[config.mk]
export PLATFORM = sky130hd
export DESIGN_NAME = line_rasterizer_core
export DESIGN_NICKNAME = d
export VERILOG_FILES = /design/src/hw/rtl/lr_pkg.sv /design/src/hw/rtl/lr_ctrl.sv /design/src/hw/rtl/lr_datapath.sv /design/src/hw/rtl/line_rasterizer_core.sv
export VERILOG_INCLUDE_DIRS = /design/src /design/src/hw/rtl
export SDC_FILE = /design/constraint.sdc
export NUM_CORES = 1
export LEC_CHECK = 0
export ABC_AREA = 1
export BUFFER_PORTS_ARGS = -buffer_cell sky130_fd_sc_hd__buf_4
export CORE_AREA = 4 4 166 200
export CTS_CLUSTER_SIZE = 10
export DETAILED_ROUTE_END_ITERATION = 8
export DIE_AREA = 0 0 170 204
export SETUP_SLACK_MARGIN = 0.5
export SLEW_MARGIN = 20
export SYNTH_ARGS = -nofsm -noshare
export SYNTH_HDL_FRONTEND = slang
export SYNTH_HIERARCHICAL = 1
export SYNTH_SLANG_ARGS = --single-unit
[constraint.sdc]
create_clock -name clock -period 12.15 [get_ports clock]
set_clock_uncertainty 0.05 [all_clocks]
set_input_delay 1.8225 -clock clock [delete_from_list [all_inputs] [get_ports clock]]
set_output_delay 1.8225 -clock clock [all_outputs]
set_load 0.03 [all_outputs]
[src/hw/rtl/line_rasterizer_core_defines.svh]
// ----------------------------------------------------------------------------
// line rasterizer assertion macros
// shared property wrappers, clocked on clock; compiled out with ASSERT_OFF
// ----------------------------------------------------------------------------
`ifndef LINE_RASTERIZER_CORE_DEFINES_SVH
`define LINE_RASTERIZER_CORE_DEFINES_SVH

`ifndef ASSERT_OFF
// checked only outside reset
`define LR_ASSERT(lbl, prop) \
   lbl: assert property (@(posedge clock) disable iff (reset) prop) \
      else $error("line rasterizer assertion failed");
// checked at every edge, reset included
`define LR_ASSERT_ALWAYS(lbl, prop) \
   lbl: assert property (@(posedge clock) prop) \
      else $error("line rasterizer reset assertion failed");
`else
`define LR_ASSERT(lbl, prop)
`define LR_ASSERT_ALWAYS(lbl, prop)
`endif

`endif

[src/hw/rtl/lr_pkg.sv]
// ----------------------------------------------------------------------------
// lr_pkg
// shared widths, register indexes and controller/datapath interface types
// ----------------------------------------------------------------------------
package lr_pkg;

   localparam int COORD_W   = 6;
   localparam int COLOR_W   = 24;
   localparam int CSR_IDX_W = 2;

   localparam logic [CSR_IDX_W-1:0] REG_FLAT_COLOR   = 2'd0;
   localparam logic [CSR_IDX_W-1:0] REG_RAISED_COLOR = 2'd1;

   localparam logic [COLOR_W-1:0] FLAT_COLOR_RST   = 24'hffffff;
   localparam logic [COLOR_W-1:0] RAISED_COLOR_RST = 24'he80c0c;

   typedef enum logic [1:0] {
      ST_IDLE = 2'b01,
      ST_RUN  = 2'b10
   } lr_state_type;

   typedef struct packed {
      logic load;
      logic step;
   } lr_cmd_type;

   typedef struct packed {
      logic last;
   } lr_stat_type;

endpackage

[src/hw/rtl/lr_ctrl.sv]
// ----------------------------------------------------------------------------
// lr_ctrl
// segment sequencer: takes a segment, then walks the datapath pixel by pixel
// ----------------------------------------------------------------------------
`include "line_rasterizer_core_defines.svh"

module lr_ctrl (
   input  logic                clock,
   input  logic                reset,
   input  logic                req_valid,
   output logic                req_stall,
   output logic                rsp_valid,
   input  logic                rsp_stall,
   output lr_pkg::lr_cmd_type  cmd,
   input  lr_pkg::lr_stat_type stat
);
   import lr_pkg::*;

   lr_state_type state_ff;
   lr_state_type state_in;

   assign req_stall = (state_ff != ST_IDLE);
   assign rsp_valid = (state_ff == ST_RUN);
   assign cmd.load  = (state_ff == ST_IDLE) && req_valid;
   assign cmd.step  = (state_ff == ST_RUN) && !rsp_stall;

   always_comb begin
      state_in = state_ff;
      unique case (state_ff)
         ST_IDLE: begin
            if (req_valid) state_in = ST_RUN;
         end
         ST_RUN: begin
            if (!rsp_stall && stat.last) state_in = ST_IDLE;
         end
         default: state_in = ST_IDLE;
      endcase
   end

   always_ff @(posedge clock) begin
      if (reset) begin
         state_ff <= ST_IDLE;
      end else begin
         state_ff <= state_in;
      end
   end

   `LR_ASSERT_ALWAYS(a_reset_no_beat, reset |=> !rsp_valid)
   `LR_ASSERT(a_load_then_pixel, cmd.load |=> rsp_valid)
   `LR_ASSERT(a_last_ends_run, cmd.step && stat.last |=> !rsp_valid && !req_stall)

endmodule

[src/hw/rtl/lr_datapath.sv]
// ----------------------------------------------------------------------------
// lr_datapath
// colour registers, segment setup and bresenham error-term stepping
// ----------------------------------------------------------------------------
`include "line_rasterizer_core_defines.svh"

module lr_datapath #(
   parameter int CW = 6
) (
   input  logic                         clock,
   input  logic                         reset,
   input  lr_pkg::lr_cmd_type           cmd,
   output lr_pkg::lr_stat_type          stat,
   input  logic                         csr_wr_en,
   input  logic [lr_pkg::CSR_IDX_W-1:0] csr_index,
   input  logic [lr_pkg::COLOR_W-1:0]   csr_wr_data,
   input  logic [lr_pkg::COORD_W-1:0]   req_start_x,
   input  logic [lr_pkg::COORD_W-1:0]   req_start_y,
   input  logic [lr_pkg::COORD_W-1:0]   req_end_x,
   input  logic [lr_pkg::COORD_W-1:0]   req_end_y,
   input  logic                         req_start_raised,
   input  logic                         req_end_raised,
   output logic [lr_pkg::COORD_W-1:0]   rsp_pixel_x,
   output logic [lr_pkg::COORD_W-1:0]   rsp_pixel_y,
   output logic [lr_pkg::COLOR_W-1:0]   rsp_pixel_color,
   output logic                         rsp_last_pixel
);
   import lr_pkg::*;

   localparam int EW = CW + 3;

   logic [COLOR_W-1:0] flat_color_ff, raised_color_ff, line_color_ff;
   logic [CW-1:0]      maj_ff, mnr_ff, maj_end_ff;
   logic [CW-1:0]      maj_in, mnr_in;
   logic [EW-1:0]      err_ff, err_in;
   logic [EW-1:0]      inc_flat_ff, inc_diag_ff;
   logic               minor_neg_ff, steep_ff;

   // setup terms
   logic [CW-1:0] sx, sy, ex, ey, adx, ady;
   logic [CW-1:0] smaj, smin, emaj, emin, dmaj, dmin;
   logic [CW-1:0] maj0, maj1, min0;
   logic          steep, swap, neg;
   logic [EW-1:0] inc_flat, inc_diag, err0;
   logic          err_pos;
   logic          last;

   assign sx = req_start_x[CW-1:0];
   assign sy = req_start_y[CW-1:0];
   assign ex = req_end_x[CW-1:0];
   assign ey = req_end_y[CW-1:0];

   always_comb begin
      adx      = (ex > sx) ? ex - sx : sx - ex;
      ady      = (ey > sy) ? ey - sy : sy - ey;
      steep    = !(ady < adx);
      smaj     = steep ? sy : sx;
      smin     = steep ? sx : sy;
      emaj     = steep ? ey : ex;
      emin     = steep ? ex : ey;
      dmaj     = steep ? ady : adx;
      dmin     = steep ? adx : ady;
      swap     = smaj > emaj;
      maj0     = swap ? emaj : smaj;
      maj1     = swap ? smaj : emaj;
      min0     = swap ? emin : smin;
      neg      = swap ? (smin < emin) : (emin < smin);
      inc_flat = EW'({dmin, 1'b0});
      inc_diag = inc_flat - EW'({dmaj, 1'b0});
      err0     = inc_flat - EW'(dmaj);
   end

   // stepping
   assign err_pos = !err_ff[EW-1] && (err_ff != '0);
   assign last    = (maj_ff == maj_end_ff);

   always_comb begin
      maj_in = maj_ff + 1'b1;
      mnr_in = mnr_ff;
      err_in = err_ff + inc_flat_ff;
      if (err_pos) begin
         err_in = err_ff + inc_diag_ff;
         mnr_in = minor_neg_ff ? mnr_ff - 1'b1 : mnr_ff + 1'b1;
      end
   end

   always_ff @(posedge clock) begin
      if (reset) begin
         flat_color_ff   <= FLAT_COLOR_RST;
         raised_color_ff <= RAISED_COLOR_RST;
      end else if (csr_wr_en) begin
         if (csr_index == REG_FLAT_COLOR)   flat_color_ff   <= csr_wr_data;
         if (csr_index == REG_RAISED_COLOR) raised_color_ff <= csr_wr_data;
      end
   end

   always_ff @(posedge clock) begin
      if (reset) begin
         maj_ff        <= '0;
         mnr_ff        <= '0;
         maj_end_ff    <= '0;
         err_ff        <= '0;
         inc_flat_ff   <= '0;
         inc_diag_ff   <= '0;
         minor_neg_ff  <= 1'b0;
         steep_ff      <= 1'b0;
         line_color_ff <= '0;
      end else if (cmd.load) begin
         maj_ff        <= maj0;
         mnr_ff        <= min0;
         maj_end_ff    <= maj1;
         err_ff        <= err0;
         inc_flat_ff   <= inc_flat;
         inc_diag_ff   <= inc_diag;
         minor_neg_ff  <= neg;
         steep_ff      <= steep;
         line_color_ff <= (req_start_raised || req_end_raised) ? raised_color_ff
                                                              : flat_color_ff;
      end else if (cmd.step) begin
         maj_ff <= maj_in;
         mnr_ff <= mnr_in;
         err_ff <= err_in;
      end
   end

   assign stat.last       = last;
   assign rsp_pixel_x     = COORD_W'(steep_ff ? mnr_ff : maj_ff);
   assign rsp_pixel_y     = COORD_W'(steep_ff ? maj_ff : mnr_ff);
   assign rsp_pixel_color = line_color_ff;
   assign rsp_last_pixel  = last;

   `LR_ASSERT(a_major_ascends, cmd.load |=> maj_ff <= maj_end_ff)
   `LR_ASSERT(a_major_unit_step, cmd.step && !last |=> maj_ff == CW'($past(maj_ff) + 1'b1))
   `LR_ASSERT(a_minor_bounded, cmd.step && !last |=> CW'(mnr_ff - $past(mnr_ff) + 1'b1) <= 2)

endmodule

[src/hw/rtl/line_rasterizer_core.sv]
// ----------------------------------------------------------------------------
// line_rasterizer_core
// bresenham line rasterizer: one segment in, one beat per pixel out
// ----------------------------------------------------------------------------
//   port group  direction  beat contents
//   req_*       in         start_x/y, end_x/y, start_raised, end_raised
//   rsp_*       out        pixel_x/y, pixel_color, last_pixel
//   csr_*       in         0 flat_color, 1 raised_color
//
// a segment of n pixels (n = major span + 1, at most 2**COORD_BITS) is
// accepted and its setup computed and registered; the error-term step unit
// then gives one pixel a cycle while rsp_stall is low
// req_stall stays high from acceptance until the last pixel beat is taken
// synchronous reset returns the sequencer to idle and loads the reset colours
// ----------------------------------------------------------------------------
module line_rasterizer_core #(
   parameter int COORD_BITS = 6
) (
   input  logic                         clock,
   input  logic                         reset,
   input  logic                         csr_wr_en,
   input  logic [lr_pkg::CSR_IDX_W-1:0] csr_index,
   input  logic [lr_pkg::COLOR_W-1:0]   csr_wr_data,
   input  logic                         req_valid,
   output logic                         req_stall,
   input  logic [lr_pkg::COORD_W-1:0]   req_start_x,
   input  logic [lr_pkg::COORD_W-1:0]   req_start_y,
   input  logic [lr_pkg::COORD_W-1:0]   req_end_x,
   input  logic [lr_pkg::COORD_W-1:0]   req_end_y,
   input  logic                         req_start_raised,
   input  logic                         req_end_raised,
   output logic                         rsp_valid,
   input  logic                         rsp_stall,
   output logic [lr_pkg::COORD_W-1:0]   rsp_pixel_x,
   output logic [lr_pkg::COORD_W-1:0]   rsp_pixel_y,
   output logic [lr_pkg::COLOR_W-1:0]   rsp_pixel_color,
   output logic                         rsp_last_pixel
);
   import lr_pkg::*;

   lr_cmd_type  cmd;
   lr_stat_type stat;

   lr_ctrl u_ctrl (
      .clock     (clock),
      .reset     (reset),
      .req_valid (req_valid),
      .req_stall (req_stall),
      .rsp_valid (rsp_valid),
      .rsp_stall (rsp_stall),
      .cmd       (cmd),
      .stat      (stat)
   );

   lr_datapath #(
      .CW (COORD_BITS)
   ) u_datapath (
      .clock            (clock),
      .reset            (reset),
      .cmd              (cmd),
      .stat             (stat),
      .csr_wr_en        (csr_wr_en),
      .csr_index        (csr_index),
      .csr_wr_data      (csr_wr_data),
      .req_start_x      (req_start_x),
      .req_start_y      (req_start_y),
      .req_end_x        (req_end_x),
      .req_end_y        (req_end_y),
      .req_start_raised (req_start_raised),
      .req_end_raised   (req_end_raised),
      .rsp_pixel_x      (rsp_pixel_x),
      .rsp_pixel_y      (rsp_pixel_y),
      .rsp_pixel_color  (rsp_pixel_color),
      .rsp_last_pixel   (rsp_last_pixel)
   );

endmodule
Word level (Yosys, flattened, before mapping). Index checks and enable logic that the tools add are counted.

Output and inout port bits: 39. Input bits: 57. Word-level logic and storage cells: 79. Bits in registers: 118.

Eq/ne operators: 7. Mux-type cells: 27. $add $sub $neg: 11. Magnitude comparators: 6. Reduce and logical (&&, ||, !) cells: 16.

Operators with widths (number): two-way mux 6 bit (19); two-way mux 9 bit (3); two-way mux 24 bit (1); subtractor 6 bit (4); greater-than comparator 6 bit (3); < comparator 6 bit (3); adder 6 x 1 -> 6 bit, second input constant (2); adder 9 x 7 -> 9 bit (1); adder 9 bit (1); nonzero test 9 bit (1); AND reduction 2 bit (4); subtractor 7 x 6 -> 8 bit (1); subtractor 7 x 7 -> 8 bit (1); == test 6 bit (1); subtractor 6 x 1 -> 6 bit, second input constant (1); == test 2 x 1 -> 1 bit, second input constant (2); logical AND 1 bit (4); two-way mux 2 bit (2); != test 2 x 1 -> 1 bit, second input constant (2); one-hot mux 2 bit (2 select lines) (1); nonzero test 2 bit (2); zero test 1 bit (3); == test 2 bit, second input constant (1); zero test 2 bit (1); other kinds (3) (3).

Depth between registers and ports, before layout.
Word-level depth: 7. Depth in mapped cells: 35. Gate-level depth less buffers: 33.

Hierarchy. The synthesis kept the hierarchy.

By module, submodules not included: lr_datapath (seq. area each 2282.2 µm², area each 7913.8 µm², instances 1, cells each 1189); lr_ctrl (seq. area each 40.0 µm², area each 98.8 µm², instances 1, cells each 15).

Least setup slack after synthesis. Ideal clock, no wire load.

Path type: input to register. Start: input req_end_x[0] (netlist name). End: register u_datapath.mnr_ff[5]. Required time: 12026 ps. Arrival: 5663 ps. Buffers on the path: 3. Library setup time: 74 ps. Stages on the path: 31. Path slack: 6363 ps. Cell sequence: inv_1 -> ha_1 -> inv_1 -> fa_1 -> nand2_1 -> nand2_1 -> nand3_1 -> nand2_2 -> nand2_4 -> nand3_1 -> nand2_1 -> inv_1 -> ha_1 -> nand2_1 -> inv_2 -> o21ai_2 -> nand3_4 -> buf_6 -> buf_4 -> o21ai_0 -> inv_1 -> ha_1 -> nand2_1 -> nor2_1 -> o21ai_1 -> a31oi_2 -> inv_2 -> clkbuf_1 -> a21oi_1 -> o21ai_1 -> a31oi_1.

Longest elaborated chain between the ends: 7. Elaborated cells between the ends (all ways): 12. Classes of those cells: add/sub: 2; order compare: 3; mux: 7.

Ends and longest elaborated chain: start: declaration (RTL line line_rasterizer_core.sv:28) `input logic [lr_pkg::COORD_W-1:0] req_end_x,`; subtractor 6 bit / greater-than comparator 6 bit (equally long branches) (RTL line lr_datapath.sv:54) `adx = (ex > sx) ? ex - sx : sx - ex;`; two-way mux 6 bit (RTL line lr_datapath.sv:54); < comparator 6 bit (RTL line lr_datapath.sv:56) `steep = !(ady < adx);`; two-way mux 6 bit (on tied branches) (RTL line lr_datapath.sv:57, lr_datapath.sv:59); greater-than comparator 6 bit (RTL line lr_datapath.sv:63) `swap = smaj > emaj;`; two-way mux 6 bit (*) (RTL line lr_datapath.sv:66) `min0 = swap ? emin : smin;`; two-way mux 6 bit (*) (RTL line lr_datapath.sv:108) `end else if (cmd.load) begin`; end signal: assignment (RTL line lr_datapath.sv:110) `mnr_ff <= min0;`; end signal: assignment (RTL line lr_datapath.sv:121) `mnr_ff <= mnr_in;`; end: declaration (RTL line lr_datapath.sv:33) `logic [CW-1:0] maj_ff, mnr_ff, maj_end_ff;`.

Mark *: on every way between the ends. The rest lies on a longest branch, timed or not. A chain may end at the register's enable or synchronous reset.

Worst setup path in the final report.
Start: input req_end_x[0] (netlist name). End: register u_datapath.mnr_ff[1].

The elaborated chain is that of the path after synthesis.

==> qor.csv <==
stage,metric,value,unit
grt,GR Layer Usage met3,0.02534,
flow_run,Max-Cap Viols,0,
outcome,outcome,finished clean,
grt,initial antenna violation count,0,
drt,initial drt markers,463,
drt,remaining routing DRC violations,0,
drt,wire per inst,13.49,microns
layout,"leading cell type in the layout, fill and taps excluded",nand2_1,
floorplanning,full die area,34680,sq um
placement,dpl ws,4.994,ns
clock_tree,Skew-Pair Late Insertion Delay,0.41,ns
layout,post-route design area,9580,sq um
power_and_ir_drop,Power Density,194.5,nW/um^2
placement,PortBufs,95,
sta,WHS,0.4038,ns
worst_setup_path,CP startpoint kind,input pin,
clock_tree,H-tree depth,4,
worst_setup_path,critical path type,in -> reg,
floorplanning,Floorplan Core Area,31180,sq um
worst_setup_path,Crit path max-delay family,compound AO/OA/AOI/OAI gates,
power_and_ir_drop,Leak,4.788,nW
worst_setup_path,crit path DAT,7.05,ns
floorplanning,Die Wd,170,microns
floorplanning,Initial Util,0.2570,
synthesis,Yosys warning count,6,
sta,Hold Fails Final Rpt,0,
layout,antenna cells,0,
grt,GRT Max-Usage Layer,met2,
synthesis,synthesis-stage register bit count,116,
clock_tree,TritonCTS Buffers,17,
worst_setup_path,CP dominant cell by count,nand2_1,
clock_tree,Clock transition at path regs,0.05,ns
clock_tree,cts repair resizes,0,
layout,"Area growth, synth to finish",19.57,%
sta,worst slew pin tran,0.9660,ns
sta,RSZ-0062 raised after global routing,no,
power_and_ir_drop,peak supply drop,96.87,uV
worst_setup_path,CP Buf/Inv Count,7,
drt,drt pass-1 iters,5,
floorplanning,Chip Height,204,microns
synthesis,Post-Synthesis Cells,1204,
floorplanning,Rows,71,
synthesis,sequential area share after synthesis,0.2898,
drt,vias after detailed routing,7829,
grt,grt ovf,0,
placement,Inst Count DP,1650,
sta,Final Setup Violations,0,
worst_setup_path,CP required,12.38,ns
drt,final antenna-violating net count,0,
grt,global-route wire length before repair,37.29,mm
synthesis,Post-synth EDFFs,0,
sta,Final Critical Period,6.823,ns
layout,most frequent cells in the layout,"nand2_1, inv_1, dfxtp_1, buf_4, nand3_1",
clock_tree,clock root buffer master,clkbuf_16,
layout,"Cell Count, Final, Fillers Out",1682,
clock_tree,CTS sink cnt,116,
clock_tree,CTS tree,yes,
placement,routability cong.,0.9328,
sta,setup TNS,0,ns
layout,layout cells sized above 1,0.1429,
sta,max-slew violation count,0,
clock_tree,hold_buf cts,0,
clock_tree,Setup Buffers After CTS,0,
grt,vias in the first global route,7431,
synthesis,predominant post-synthesis flop cell,dfxtp_1,
worst_setup_path,"Slowest-stage cell, CP",a31oi_2,
synthesis,Mapped Nets,1326,
layout,post-layout util,0.3073,
drt,DR vias/cell,4.655,
sta,setup slack after layout,5.327,ns
grt,Tot GR Track Use,0.1306,
sta,worst relative slew slack,0.3553,
synthesis,asr flop ratio synth,0,
placement,post-DP HPWL,16.95,mm
sta,max frequency,0.1466,GHz
drt,DRT Wirelength,22.69,mm
synthesis,"Avg Cell Area, Syn",6.655,sq um
grt,largest net degree at the start of global routing,62,
synthesis,library cells used by synthesis,47,
placement,dpl cell area,9012,sq um
power_and_ir_drop,Total Power,1.864,mW
worst_setup_path,Crit. End Element,flop,
worst_setup_path,CP max FO,61,
min_path,Hold Crit Class,reg -> reg,
grt,met1 Use GR,0.1659,
worst_setup_path,Critical Path Max Stage Delay,0.56,ns
grt,met2 Usage GRT,0.2233,
floorplanning,Top Ports,96,
sta,Final Cycle Share,0.5615,
synthesis,Synth Cell Area,8013,sq um
clock_tree,Max Root-Sink Buffers,2,
layout,Nets,1390,
-- worst paths after layout --
path / cells past startpoint / endpoint / start / slack (ns)
hold reg to reg: 2 / u_datapath/flat_color_ff[20] / u_datapath/flat_color_ff[20] / 0.40
setup / recovery: 30 / u_datapath/mnr_ff[1] / req_end_x[0] / 5.33
hold / removal: 2 / u_datapath/flat_color_ff[20] / u_datapath/flat_color_ff[20] / 0.40
setup reg to reg: 14 / u_datapath/err_ff[7] / u_datapath/err_ff[2] / 8.97
-- cell usage after synthesis, types with 3 or more instances --
cell type | count | area share
nor3_1 | 4 | 0.0025
xor2_1 | 12 | 0.013
nor2_1 | 38 | 0.018
buf_6 | 4 | 0.0056
nand2_2 | 9 | 0.0070
dfxtp_1 | 116 | 0.29
nor2_2 | 3 | 0.0023
nand3_2 | 3 | 0.0037
nor4_1 | 3 | 0.0023
fa_1 | 7 | 0.017
a21o_1 | 4 | 0.0037
xnor2_1 | 4 | 0.0044
o21ai_1 | 21 | 0.013
nand2_4 | 3 | 0.0042
nand2_1 | 344 | 0.16
inv_2 | 9 | 0.0042
nand3b_1 | 4 | 0.0037
buf_1 | 4 | 0.0019
or2_2 | 5 | 0.0039
o21ai_2 | 7 | 0.0077
a21oi_1 | 83 | 0.052
nand3_1 | 99 | 0.062
clkbuf_1 | 40 | 0.019
buf_4 | 8 | 0.0075
o21a_1 | 3 | 0.0028
a31oi_1 | 9 | 0.0070
inv_1 | 157 | 0.074
ha_1 | 58 | 0.091
a221oi_2 | 3 | 0.0056
nand4_1 | 6 | 0.0047
o211ai_1 | 33 | 0.031
o21ai_0 | 79 | 0.049
-- routing by layer --
metal,routed length [microns],share of wire
met4,331,0.015
met5,0,0
met3,1236,0.054
met2,10870,0.48
met1,10260,0.45
-- tightest hold or removal path, stage by stage, from the launching register on --
cell and delay [ns]:
dfxtp_1 0.32, nand2_1 0.05, nand3_1 0.05
-- report_power, final --
| group | leakage, nW | internal, mW | switching (mW) |
|---|---|---|---|
| logic | 3.55 | 0.318 | 0.603 |
| clock network | 0.279 | 0.302 | 0.178 |
| registers | 0.956 | 0.429 | 0.0348 |
-- kinds of logic (layout without fill, tap and decap cells) --
logic type / Yosys count / count (layout) / share of synthesized area
XOR/XNOR: 16 / 16 / 0.01749
AO/OA/AOI/OAI: 253 / 253 / 0.1836
flip-flops: 116 / 116 / 0.2898
adder cells (fa/ha/maj): 65 / 65 / 0.1081
AND/OR/NAND/NOR: 527 / 527 / 0.2854
buffers and inverters: 225 / 302 / 0.1131
multiplexers: 2 / 2 / 0.002499
-- flip-flops by register name (all words and copies together), names as in the netlist --
register	count
u_datapath/maj_ff	6
u_datapath/mnr_ff	6
u_datapath/inc_flat_ff	6
u_datapath/raised_color_ff	24
u_datapath/err_ff	9
u_datapath/rsp_pixel_color	24
u_datapath/maj_end_ff	6
u_datapath/flat_color_ff	24
u_datapath/minor_neg_ff	1
u_datapath/inc_diag_ff	7
u_ctrl/state_ff	2
u_datapath/steep_ff	1
-- area by class of cell --
class / count / area, sq um
clock inverters: 12 / 131.4
repair buffers: 102 / 765.7
clock buffers: 20 / 436.7
inverters: 168 / 630.6
multi-input cells: 863 / 4792
flip-flops and latches: 116 / 2322
well taps: 401 / 501.7
fillers: 3376 / 21600
Power figures use the tool's default switching activity.
